===== src/hdl/bas_pkg.sv =====
package bas_pkg;

    localparam int PRESSURE_WINDOW = 15;
    localparam int SPEED_WINDOW    = 15;
    localparam int CURVE_SEGMENTS  = 64;

    localparam int P_W      = 24;
    localparam int TIME_W   = 32;
    localparam int ALT_W    = 27;
    localparam int RATE_W   = 28;
    localparam int PTOT_W   = 28;
    localparam int STOT_W   = 32;
    localparam int RING_IDX_W = 4;
    localparam int SEG_W    = $clog2(CURVE_SEGMENTS);
    localparam int TAB_IDX_W = SEG_W + 1;
    localparam int OFF_W    = P_W - SEG_W;
    localparam int DIV_W    = 36;
    localparam int DVSR_W   = 32;
    localparam int MCAND_W  = 27;
    localparam int PROD_W   = MCAND_W + OFF_W;

    localparam longint ALT_TOP_L = 44330000;
    localparam logic signed [ALT_W-1:0]  ALT_TOP   = 27'sd44330000;
    localparam logic signed [ALT_W-1:0]  ALT_LOW   = -27'sd1000000;
    localparam logic [RATE_W-1:0]        SPEED_LIM = 28'd100000000;
    localparam logic [DIV_W-1:0]         SPEED_LIM_W = 36'd100000000;
    localparam logic [DVSR_W-1:0]        DIV_BY_P  = DVSR_W'(PRESSURE_WINDOW);
    localparam logic [DVSR_W-1:0]        DIV_BY_S  = DVSR_W'(SPEED_WINDOW);
    localparam logic [RING_IDX_W-1:0]    P_LAST    = RING_IDX_W'(PRESSURE_WINDOW - 1);
    localparam logic [RING_IDX_W-1:0]    S_LAST    = RING_IDX_W'(SPEED_WINDOW - 1);

    typedef logic [CURVE_SEGMENTS:0][ALT_W-1:0] alt_table_t;

    typedef enum logic [5:0] {
        ST_IDLE  = 6'b000001,
        ST_MEAN  = 6'b000010,
        ST_MUL   = 6'b000100,
        ST_SPEED = 6'b001000,
        ST_CLIMB = 6'b010000,
        ST_OUT   = 6'b100000
    } state_t;

    function automatic longint unsigned isqrt64(input longint unsigned v_in);
        longint unsigned v;
        longint unsigned r;
        longint unsigned b;
        v = v_in;
        r = 0;
        b = 64'h1 << 62;
        for (int i = 0; i < 32; i++)
            if (b > v) b = b >> 2;
        for (int i = 0; i < 32; i++) begin
            if (b != 0) begin
                if (v >= r + b) begin
                    v = v - (r + b);
                    r = (r >> 1) + b;
                end else begin
                    r = r >> 1;
                end
                b = b >> 2;
            end
        end
        return r;
    endfunction

    function automatic longint unsigned log2_q32(input longint unsigned v);
        int unsigned n;
        longint unsigned m;
        longint unsigned frac;
        n = 0;
        frac = 0;
        for (int i = 0; i < 63; i++)
            if ((v >> n) > 1) n++;
        if (n >= 30) m = v >> (n - 30);
        else m = v << (30 - n);
        for (int k = 1; k <= 32; k++) begin
            m = (m * m) >> 30;
            if (m >= (64'h1 << 31)) begin
                m = m >> 1;
                frac = frac | (64'h1 << (32 - k));
            end
        end
        return (longint'(n) << 32) | frac;
    endfunction

    function automatic longint unsigned exp2_q30(input longint y);
        longint unsigned pc [0:32];
        longint unsigned u;
        longint unsigned f;
        longint unsigned r;
        int ip;
        pc[0] = 64'h2 << 30;
        pc[1] = isqrt64(64'h1 << 61);
        for (int i = 2; i <= 32; i++) pc[i] = isqrt64(pc[i-1] << 30);
        u = unsigned'(y + (longint'(32) << 32));
        ip = int'(u >> 32) - 32;
        f = u & 64'hFFFF_FFFF;
        r = 64'h1 << 30;
        for (int k = 1; k <= 32; k++)
            if (((f >> (32 - k)) & 64'h1) != 0) r = (r * pc[k]) >> 30;
        if (ip >= 0) begin
            if (ip > 8) ip = 8;
            r = r << ip;
        end else begin
            r = (-ip >= 63) ? 64'h0 : (r >> (-ip));
        end
        return r;
    endfunction

    function automatic alt_table_t build_curve();
        alt_table_t t;
        longint refv;
        longint d;
        longint y;
        longint a;
        longint unsigned p;
        longint unsigned w;
        refv = signed'(log2_q32(64'd10132500));
        for (int i = 0; i <= CURVE_SEGMENTS; i++) begin
            p = (longint'(i) << 24) / CURVE_SEGMENTS;
            if (p == 0) begin
                a = ALT_TOP_L;
            end else begin
                d = signed'(log2_q32(p)) - refv;
                y = d * 1903 / 10000;
                w = exp2_q30(y);
                a = ALT_TOP_L - signed'((unsigned'(ALT_TOP_L) * w) >> 30);
            end
            t[i] = a[ALT_W-1:0];
        end
        return t;
    endfunction

    localparam alt_table_t ALT_TABLE = build_curve();

endpackage


===== src/hdl/bas_sdiv.sv =====
module bas_sdiv
    import bas_pkg::*;
(
    input  logic              clk,
    input  logic              rst_n,
    input  logic              start,
    input  logic [DIV_W-1:0]  dividend,
    input  logic [DVSR_W-1:0] divisor,
    output logic              done,
    output logic [DIV_W-1:0]  quotient
);

    localparam int CNT_W = $clog2(DIV_W);
    localparam logic [CNT_W-1:0] CNT_LAST = CNT_W'(DIV_W - 1);

    logic [DIV_W-1:0]  quo_reg;
    logic [DVSR_W-1:0] rem_reg;
    logic [DVSR_W-1:0] dvsr_reg;
    logic [CNT_W-1:0]  cnt_reg;
    logic              busy_reg;
    logic              done_reg;
    logic [DVSR_W:0]   rem_sh;
    logic [DVSR_W+1:0] trial;

    // shift one dividend bit into the partial remainder, try the subtract
    assign rem_sh = {rem_reg, quo_reg[DIV_W-1]};
    assign trial  = {1'b0, rem_sh} - {2'b00, dvsr_reg};

    always_ff @(posedge clk or negedge rst_n)
    begin
        if (!rst_n)
        begin
            busy_reg <= 1'b0;
            done_reg <= 1'b0;
            cnt_reg  <= '0;
        end
        else
        begin
            done_reg <= 1'b0;
            if (start)
            begin
                busy_reg <= 1'b1;
                cnt_reg  <= '0;
            end
            else if (busy_reg)
            begin
                cnt_reg <= cnt_reg + 1'b1;
                if (cnt_reg == CNT_LAST)
                begin
                    busy_reg <= 1'b0;
                    done_reg <= 1'b1;
                end
            end
        end
    end

    always_ff @(posedge clk)
    begin
        if (start)
        begin
            quo_reg  <= dividend;
            rem_reg  <= '0;
            dvsr_reg <= divisor;
        end
        else if (busy_reg)
        begin
            if (!trial[DVSR_W+1])
            begin
                rem_reg <= trial[DVSR_W-1:0];
                quo_reg <= {quo_reg[DIV_W-2:0], 1'b1};
            end
            else
            begin
                rem_reg <= rem_sh[DVSR_W-1:0];
                quo_reg <= {quo_reg[DIV_W-2:0], 1'b0};
            end
        end
    end

    assign done     = done_reg;
    assign quotient = quo_reg;

endmodule


===== src/hdl/bas_smul.sv =====
module bas_smul
    import bas_pkg::*;
(
    input  logic               clk,
    input  logic               rst_n,
    input  logic               start,
    input  logic [MCAND_W-1:0] mcand,
    input  logic [OFF_W-1:0]   mplier,
    output logic               done,
    output logic [PROD_W-1:0]  product
);

    localparam int CNT_W = $clog2(OFF_W);
    localparam logic [CNT_W-1:0] CNT_LAST = CNT_W'(OFF_W - 1);

    logic [PROD_W-1:0]  acc_reg;
    logic [MCAND_W-1:0] mcand_reg;
    logic [CNT_W-1:0]   cnt_reg;
    logic               busy_reg;
    logic               done_reg;
    logic [MCAND_W:0]   sum;

    // add the multiplicand under the low multiplier bit, then shift right
    assign sum = {1'b0, acc_reg[PROD_W-1:OFF_W]} + (acc_reg[0] ? {1'b0, mcand_reg} : '0);

    always_ff @(posedge clk or negedge rst_n)
    begin
        if (!rst_n)
        begin
            busy_reg <= 1'b0;
            done_reg <= 1'b0;
            cnt_reg  <= '0;
        end
        else
        begin
            done_reg <= 1'b0;
            if (start)
            begin
                busy_reg <= 1'b1;
                cnt_reg  <= '0;
            end
            else if (busy_reg)
            begin
                cnt_reg <= cnt_reg + 1'b1;
                if (cnt_reg == CNT_LAST)
                begin
                    busy_reg <= 1'b0;
                    done_reg <= 1'b1;
                end
            end
        end
    end

    always_ff @(posedge clk)
    begin
        if (start)
        begin
            acc_reg   <= {{MCAND_W{1'b0}}, mplier};
            mcand_reg <= mcand;
        end
        else if (busy_reg)
        begin
            acc_reg <= {sum, acc_reg[OFF_W-1:1]};
        end
    end

    assign done    = done_reg;
    assign product = acc_reg;

endmodule


===== src/hdl/baro_altitude_speed_estimator.sv =====
// Flow: while the pressure window fills, an accepted item goes from ST_IDLE through ST_OUT
// into the output register. Once the window is full, an item takes a divider pass for the
// window mean, the shift-add interpolation multiplier, a divider pass for the speed and one
// for the speed mean, each in its own state. Skip the speed pass on a zero interval, and the
// speed-mean pass until the speed window is full. One item in flight: the next item is
// taken the cycle after the result enters the output register, and a result held by the
// receiver stalls the input. Reset (rst_n low, asynchronous) clears the state, both rings,
// sums, indexes, the window-full flags, the held altitude and time, and the output valid.
module baro_altitude_speed_estimator
    import bas_pkg::*;
(
    input  logic        clk,
    input  logic        rst_n,
    input  logic        s_tvalid,
    output logic        s_tready,
    input  logic [55:0] s_tdata,   // [23:0] pressure_sample, [55:24] time_ms
    input  logic        s_tuser,   // [0] sample_valid
    output logic        m_tvalid,
    input  logic        m_tready,
    output logic [55:0] m_tdata,   // [26:0] altitude_mm, [54:27] climb_rate, [55] zero
    output logic [1:0]  m_tuser    // [0] altitude_valid, [1] rate_valid
);

    state_t state_reg, state_next;

    // pressure window
    logic [P_W-1:0]        p_ring_reg [PRESSURE_WINDOW];
    logic [PTOT_W-1:0]     p_total_reg, p_total_next;
    logic [RING_IDX_W-1:0] tick_reg, tick_next;
    logic                  wfull_reg, wfull_next;
    logic                  p_wr_en;

    // altitude and speed history
    logic signed [ALT_W-1:0]  cur_alt_reg, cur_alt_next;
    logic [TIME_W-1:0]        prev_time_reg, prev_time_next;
    logic signed [RATE_W-1:0] s_ring_reg [SPEED_WINDOW];
    logic signed [STOT_W-1:0] s_total_reg, s_total_next;
    logic [RING_IDX_W-1:0]    s_idx_reg, s_idx_next;
    logic                     sfull_reg, sfull_next;
    logic                     s_wr_en;
    logic signed [RATE_W-1:0] speed_val;

    // per-item working registers
    logic [TIME_W-1:0]        time_reg, time_next;
    logic [SEG_W-1:0]         seg_reg, seg_next;
    logic                     neg_reg, neg_next;
    logic                     dzero_reg, dzero_next;
    logic                     av_reg, av_next;
    logic signed [RATE_W-1:0] climb_reg, climb_next;

    // output register
    logic        m_valid_reg, m_valid_next;
    logic [55:0] m_data_reg, m_data_next;
    logic [1:0]  m_user_reg, m_user_next;

    // serial units; the divider is shared by the three divisions
    logic              div_start, div_done;
    logic [DIV_W-1:0]  div_dividend, div_q;
    logic [DVSR_W-1:0] div_divisor;
    logic              mul_start, mul_done;
    logic [MCAND_W-1:0] mul_mcand;
    logic [OFF_W-1:0]  mul_mplier;
    logic [PROD_W-1:0] mul_prod;

    bas_sdiv u_div (
        .clk      (clk),
        .rst_n    (rst_n),
        .start    (div_start),
        .dividend (div_dividend),
        .divisor  (div_divisor),
        .done     (div_done),
        .quotient (div_q)
    );

    bas_smul u_mul (
        .clk     (clk),
        .rst_n   (rst_n),
        .start   (mul_start),
        .mcand   (mul_mcand),
        .mplier  (mul_mplier),
        .done    (mul_done),
        .product (mul_prod)
    );

    assign s_tready = (state_reg == ST_IDLE);
    assign m_tvalid = m_valid_reg;
    assign m_tdata  = m_data_reg;
    assign m_tuser  = m_user_reg;

    always_comb
    begin
        logic [PTOT_W-1:0]        ptot;
        logic [TAB_IDX_W-1:0]     seg_idx;
        logic signed [ALT_W-1:0]  a_lo, a_hi;
        logic signed [ALT_W:0]    delta;
        logic [ALT_W-1:0]         term_mag;
        logic signed [ALT_W:0]    term;
        logic signed [ALT_W+1:0]  alt_raw;
        logic signed [ALT_W-1:0]  alt;
        logic signed [ALT_W:0]    diff;
        logic [ALT_W:0]           diff_mag;
        logic [DIV_W-1:0]         dm;
        logic [TIME_W-1:0]        dt;
        logic [RATE_W-1:0]        spd_mag;
        logic signed [STOT_W-1:0] stot;
        logic [STOT_W-1:0]        stot_mag;

        state_next     = state_reg;
        p_total_next   = p_total_reg;
        tick_next      = tick_reg;
        wfull_next     = wfull_reg;
        p_wr_en        = 1'b0;
        cur_alt_next   = cur_alt_reg;
        prev_time_next = prev_time_reg;
        s_total_next   = s_total_reg;
        s_idx_next     = s_idx_reg;
        sfull_next     = sfull_reg;
        s_wr_en        = 1'b0;
        speed_val      = '0;
        time_next      = time_reg;
        seg_next       = seg_reg;
        neg_next       = neg_reg;
        dzero_next     = dzero_reg;
        av_next        = av_reg;
        climb_next     = climb_reg;
        m_valid_next   = m_valid_reg;
        m_data_next    = m_data_reg;
        m_user_next    = m_user_reg;
        div_start      = 1'b0;
        div_dividend   = '0;
        div_divisor    = '0;
        mul_start      = 1'b0;
        mul_mcand      = '0;
        mul_mplier     = '0;

        ptot     = p_total_reg;
        seg_idx  = '0;
        a_lo     = '0;
        a_hi     = '0;
        delta    = '0;
        term_mag = '0;
        term     = '0;
        alt_raw  = '0;
        alt      = '0;
        diff     = '0;
        diff_mag = '0;
        dm       = '0;
        dt       = '0;
        spd_mag  = '0;
        stot     = '0;
        stot_mag = '0;

        if (m_valid_reg && m_tready)
            m_valid_next = 1'b0;

        case (state_reg)
            ST_IDLE:
            begin
                if (s_tvalid)
                begin
                    // drop the old entry from the sum, take the new sample
                    if (s_tuser)
                    begin
                        ptot = p_total_reg - PTOT_W'(p_ring_reg[tick_reg])
                             + PTOT_W'(s_tdata[P_W-1:0]);
                        p_wr_en = 1'b1;
                    end
                    p_total_next = ptot;
                    time_next    = s_tdata[P_W +: TIME_W];
                    if (tick_reg == P_LAST)
                    begin
                        tick_next  = '0;
                        wfull_next = 1'b1;
                    end
                    else
                    begin
                        tick_next = tick_reg + 1'b1;
                    end
                    if (wfull_next)
                    begin
                        div_start    = 1'b1;
                        div_dividend = DIV_W'(ptot);
                        div_divisor  = DIV_BY_P;
                        state_next   = ST_MEAN;
                    end
                    else
                    begin
                        av_next    = 1'b0;
                        climb_next = '0;
                        state_next = ST_OUT;
                    end
                end
            end

            ST_MEAN:
            begin
                if (div_done)
                begin
                    // segment from the top bits of the mean, offset from the rest
                    seg_next = div_q[P_W-1:OFF_W];
                    seg_idx  = {1'b0, div_q[P_W-1:OFF_W]};
                    a_lo     = signed'(ALT_TABLE[seg_idx]);
                    a_hi     = signed'(ALT_TABLE[seg_idx + 1'b1]);
                    delta    = {a_hi[ALT_W-1], a_hi} - {a_lo[ALT_W-1], a_lo};
                    neg_next = delta[ALT_W];
                    mul_start  = 1'b1;
                    mul_mcand  = delta[ALT_W] ? MCAND_W'(-delta) : MCAND_W'(delta);
                    mul_mplier = div_q[OFF_W-1:0];
                    state_next = ST_MUL;
                end
            end

            ST_MUL:
            begin
                if (mul_done)
                begin
                    seg_idx  = {1'b0, seg_reg};
                    a_lo     = signed'(ALT_TABLE[seg_idx]);
                    term_mag = mul_prod[PROD_W-1:OFF_W];
                    term     = neg_reg ? -signed'({1'b0, term_mag}) : signed'({1'b0, term_mag});
                    alt_raw  = {{2{a_lo[ALT_W-1]}}, a_lo} + {term[ALT_W], term};
                    if (alt_raw > signed'({{2{ALT_TOP[ALT_W-1]}}, ALT_TOP}))
                        alt = ALT_TOP;
                    else if (alt_raw < signed'({{2{ALT_LOW[ALT_W-1]}}, ALT_LOW}))
                        alt = ALT_LOW;
                    else
                        alt = alt_raw[ALT_W-1:0];

                    diff     = {alt[ALT_W-1], alt} - {cur_alt_reg[ALT_W-1], cur_alt_reg};
                    diff_mag = diff[ALT_W] ? ($unsigned(-diff)) : $unsigned(diff);
                    // times 1000 as 1024 - 16 - 8
                    dm = (DIV_W'(diff_mag) << 10) - (DIV_W'(diff_mag) << 4)
                       - (DIV_W'(diff_mag) << 3);
                    dt = time_reg - prev_time_reg;

                    cur_alt_next   = alt;
                    prev_time_next = time_reg;
                    neg_next       = diff[ALT_W];
                    dzero_next     = (dt == '0);
                    if (dt != '0)
                    begin
                        div_start    = 1'b1;
                        div_dividend = dm;
                        div_divisor  = dt;
                    end
                    state_next = ST_SPEED;
                end
            end

            ST_SPEED:
            begin
                if (dzero_reg || div_done)
                begin
                    if (dzero_reg)
                        spd_mag = '0;
                    else if (div_q > SPEED_LIM_W)
                        spd_mag = SPEED_LIM;
                    else
                        spd_mag = div_q[RATE_W-1:0];
                    speed_val = neg_reg ? -signed'(spd_mag) : signed'(spd_mag);

                    stot = s_total_reg - STOT_W'(s_ring_reg[s_idx_reg]) + STOT_W'(speed_val);
                    s_total_next = stot;
                    s_wr_en      = 1'b1;
                    if (s_idx_reg == S_LAST)
                    begin
                        s_idx_next = '0;
                        sfull_next = 1'b1;
                    end
                    else
                    begin
                        s_idx_next = s_idx_reg + 1'b1;
                    end
                    av_next = 1'b1;
                    if (sfull_next)
                    begin
                        stot_mag     = stot[STOT_W-1] ? $unsigned(-stot) : $unsigned(stot);
                        neg_next     = stot[STOT_W-1];
                        div_start    = 1'b1;
                        div_dividend = DIV_W'(stot_mag);
                        div_divisor  = DIV_BY_S;
                        state_next   = ST_CLIMB;
                    end
                    else
                    begin
                        climb_next = '0;
                        state_next = ST_OUT;
                    end
                end
            end

            ST_CLIMB:
            begin
                if (div_done)
                begin
                    climb_next = neg_reg ? -signed'(div_q[RATE_W-1:0])
                                         : signed'(div_q[RATE_W-1:0]);
                    state_next = ST_OUT;
                end
            end

            ST_OUT:
            begin
                // hold until the output register is free
                if (!m_valid_reg || m_tready)
                begin
                    m_valid_next = 1'b1;
                    m_data_next  = {1'b0, climb_reg, av_reg ? cur_alt_reg : '0};
                    m_user_next  = {av_reg & sfull_reg, av_reg};
                    state_next   = ST_IDLE;
                end
            end

            default:
            begin
                state_next = ST_IDLE;
            end
        endcase
    end

    always_ff @(posedge clk or negedge rst_n)
    begin
        if (!rst_n)
        begin
            state_reg     <= ST_IDLE;
            p_total_reg   <= '0;
            tick_reg      <= '0;
            wfull_reg     <= 1'b0;
            cur_alt_reg   <= '0;
            prev_time_reg <= '0;
            s_total_reg   <= '0;
            s_idx_reg     <= '0;
            sfull_reg     <= 1'b0;
            m_valid_reg   <= 1'b0;
            for (int i = 0; i < PRESSURE_WINDOW; i++) p_ring_reg[i] <= '0;
            for (int i = 0; i < SPEED_WINDOW; i++) s_ring_reg[i] <= '0;
        end
        else
        begin
            state_reg     <= state_next;
            p_total_reg   <= p_total_next;
            tick_reg      <= tick_next;
            wfull_reg     <= wfull_next;
            cur_alt_reg   <= cur_alt_next;
            prev_time_reg <= prev_time_next;
            s_total_reg   <= s_total_next;
            s_idx_reg     <= s_idx_next;
            sfull_reg     <= sfull_next;
            m_valid_reg   <= m_valid_next;
            if (p_wr_en)
                p_ring_reg[tick_reg] <= s_tdata[P_W-1:0];
            if (s_wr_en)
                s_ring_reg[s_idx_reg] <= speed_val;
        end
    end

    always_ff @(posedge clk)
    begin
        time_reg   <= time_next;
        seg_reg    <= seg_next;
        neg_reg    <= neg_next;
        dzero_reg  <= dzero_next;
        av_reg     <= av_next;
        climb_reg  <= climb_next;
        m_data_reg <= m_data_next;
        m_user_reg <= m_user_next;
    end

endmodule

===== config.mk =====
export PLATFORM = sky130hd
export DESIGN_NAME = baro_altitude_speed_estimator
export DESIGN_NICKNAME = d
export VERILOG_FILES = /design/src/hdl/bas_pkg.sv /design/src/hdl/bas_sdiv.sv /design/src/hdl/bas_smul.sv /design/src/hdl/baro_altitude_speed_estimator.sv
export SDC_FILE = /design/constraint.sdc
export NUM_CORES = 2
export LEC_CHECK = 0
export ABC_AREA = 1
export BUFFER_PORTS_ARGS = -buffer_cell sky130_fd_sc_hd__buf_2
export CAP_MARGIN = 5
export CORE_ASPECT_RATIO = 1.2
export CORE_UTILIZATION = 45
export DETAILED_ROUTE_END_ITERATION = 6
export SLEW_MARGIN = 20
export SYNTH_ARGS = -nofsm -noshare
export SYNTH_HDL_FRONTEND = slang
export SYNTH_HIERARCHICAL = 1
export SYNTH_SLANG_ARGS = --single-unit

===== constraint.sdc =====
create_clock -name clk -period 11.62 [get_ports clk]
set_input_delay 0 -clock clk [delete_from_list [all_inputs] [get_ports clk]]
set_output_delay 0 -clock clk [all_outputs]
set_load 0.02 [all_outputs]

==> run summary <==
Core area - 183000 sq um
Final Cycle Share - 0.922
RD Place Congestion - 0.964
Fill cells - 18.5k
Hold Crit Class - in -> reg
Final std cells w/o fill - 14.1k
Die H - 473 um
Multi-input gate area - 42400 sq um
Adder-cell share of the synthesized area - 0.0675
Status - finished with violations
Fin worst setup slack - 0.910 ns
Hold EP - state_reg[0]
Fmax - 93.4 MHz
Commonest cells after routing, fill and taps aside - nand2_1, inv_1, o21ai_0
Synth Area per Inst - 7.22 sq um
Final Hold Vio Count - 0
IO Count - 121
Pre-CTS setup slack - 0.445 ns
Layout cell share with drive strength beyond 1 - 0.0621
Clk buf depth - 3
Arr. time, crit path - 11.28 ns
Die Wd - 395 um
Wire per inst - 21.3 um
GRT Total Usage - 0.317
Fin. max-slew vios - 0
First-pass GRT wire length - 461 mm
RSZ-0062 raised after global routing - false
Max rail drop VDD - 0.000155 V
Largest stage delay, worst path - 0.42 ns
TNS Setup - 0 ns
DP Cell Count - 13.7k
Crit path time final - 10.71 ns
Total Wirelength - 300 mm
Placed cell area - 86200 sq um
Reg area - 32200 sq um
Initial core utilization - 0.454
Flop2flop setup slack - 0.91 ns
FF+latch count, synth - 1256
CP max stage cell - ha_1
Area Growth Syn to Fin - 10.8%
Vias per Instance - 5.61
Failing checks - DRC
CP max FO - 26
Max FFs per register - 420
Post-route DRC - 7
Layout Nets - 12.0k
Most frequent CP cell - nand2_1
Initial DRC count - 7244
Most common cell after layout, fill and taps aside - nand2_1
CTS sink count - 1256
Worst reg2reg endpoint - u_div/quotient[24]
Via count - 79.1k
Synth Warn # - 6
TritonCTS clock tree - done
Worst-margin pin slew - 1.15 ns
Fraction of the mapped netlist area in compound gates - 0.175
Multiplexer share of the synthesized area - 0.000962
HP Start - s_tvalid
Largest family of logic cells by synthesized area - simple AND/OR/NAND/NOR gates
Ys async rst share - 0.741
Mapped Cells - 11.5k
LEAKAGE - 47.8 nW
IO buf count - 119
Max Cap Viol - 0
R2R depth - 56
Cell Pwr Density - 103 nW/um^2
Distinct cell type count after synthesis - 83
Std cell rows - 172
Post-synth EDFFs - 239
Reg clk slew, reported paths - 0.06 ns
Antenna-violating nets left - 0
Post-synthesis sequential area ratio - 0.387
Grt ovf - 0
Crit. End Element - flop
Synth Net Count - 12.0k
Setup crit start kind - flop
CTS H-Tree Depth - 4
Util after Layout - 0.503
# setup viols final - 0
XOR/XNOR Fraction of Synth Area - 0.0230
Max_slew headroom - 0.230
CTS root buf - clkbuf_16
Clk_skew - 0.0654 ns
Full die area - 187000 sq um
Largest net degree at the start of global routing - 157
Hold path depth - 5
DRT Pass-1 Iters - 7
Main flop type after synthesis - dfrtp_1
Simple logic cell fraction of the synthesized area - 0.239
Worst Path Required - 12.19 ns
Post-detail-place hpwl - 217 mm
Vias in the first global route - 76.2k
Reg-to-Reg Start - u_mul/product[19]
Mapped cell area - 83200 sq um
Latest clock arrival within the worst-skew pair - 0.84 ns
Design Area, Final - 92200 sq um
CP Class - reg -> reg
Inserted Clock Buffers - 141
Initial antenna violation count - 6
==> cell usage after synthesis (all sizes together), types with 141 or more instances <==
library cell	count	area, sq um
o21ai	1296	6520
dfrtp	930	23300
ha	323	4040
nand2	2994	11300
edfxtp	239	7180
clkbuf	412	1550
xor2	141	1250
nand3	624	3190
a22oi	215	1610
nor2	764	2980
a21oi	498	2500
inv	1844	6920
==> through the flow <==
stage | total power, mW | hold slack, ns
3_3_place_gp | 4.88 | 0.117
3_5_place_dp | 4.88 | 0.113
2_1_floorplan | 4.73 | -0.296
5_1_grt | 9.81 | 0.188
4_1_cts | 9.61 | 0.0841
6_report | 9.51 | 0.178
==> routing by layer <==
| metal | up-vias | share of wire | GRT usage |
|---|---|---|---|
| met5 | - | 0.000043 | 0 |
| met4 | 2 | 0.039 | 0.125 |
| met3 | 592 | 0.065 | 0.0408 |
| met2 | 2822 | 0.46 | 0.517 |
| met1 | 38007 | 0.43 | 0.427 |
| li1 | 37632 | - | - |
==> worst max-delay path, delay by kind of cell, from the launching register on <==
family	cells	cell delay, ns
AO/OA/AOI/OAI	16	3.40
XOR/XNOR	2	0.32
adder cells (fa/ha/maj)	5	1.61
buffers and inverters	7	1.05
flip-flops	1	0.36
AND/OR/NAND/NOR	26	3.72
==> worst max path at each step <==
stage,from,to,slack (ns),depth (start not counted)
CTS,u_mul/product[19],u_div/quotient[34],0.36,65
finish,u_mul/product[19],u_div/quotient[24],0.91,56
global placement,u_mul/product[19],u_div/quotient[34],0.42,63
floorplan,u_mul/product[19],u_div/quotient[34],2.41,68
detailed placement,u_mul/product[19],u_div/quotient[34],0.44,62
global route,u_mul/product[19],u_div/quotient[24],0.009,58
==> kinds of logic after synthesis <==
group / after synthesis
compound gates: 2526
simple gates: 4766
buf+inv: 2358
other cells: 1
xor+xnor: 216
fa+ha+maj: 402
mux: 8
flops: 1256
==> area by class of cell <==
type	count	share of cell area
inverter	1856	0.0756
multi-input combinational	7919	0.460
tap	2436	0.0330
clock inverter	81	0.00997
timing repair buffer	358	0.0294
clock buffer	180	0.0426
antenna	3	0.0000814
sequential	1256	0.349
==> what timing repair did <==
item,4_1_cts,5_1_grt
hold endpoints to repair,545,0
endpoints found under the setup margin,0,20
resized for setup,0,27
setup buffers,0,4
hold buffers,95,0
==> where the power goes <==
part	switching (mW)	internal (mW)
clock	2.01	2.68
combinational	0.239	0.101
sequential	0.00404	4.48
Power figures use the tool's default switching activity.
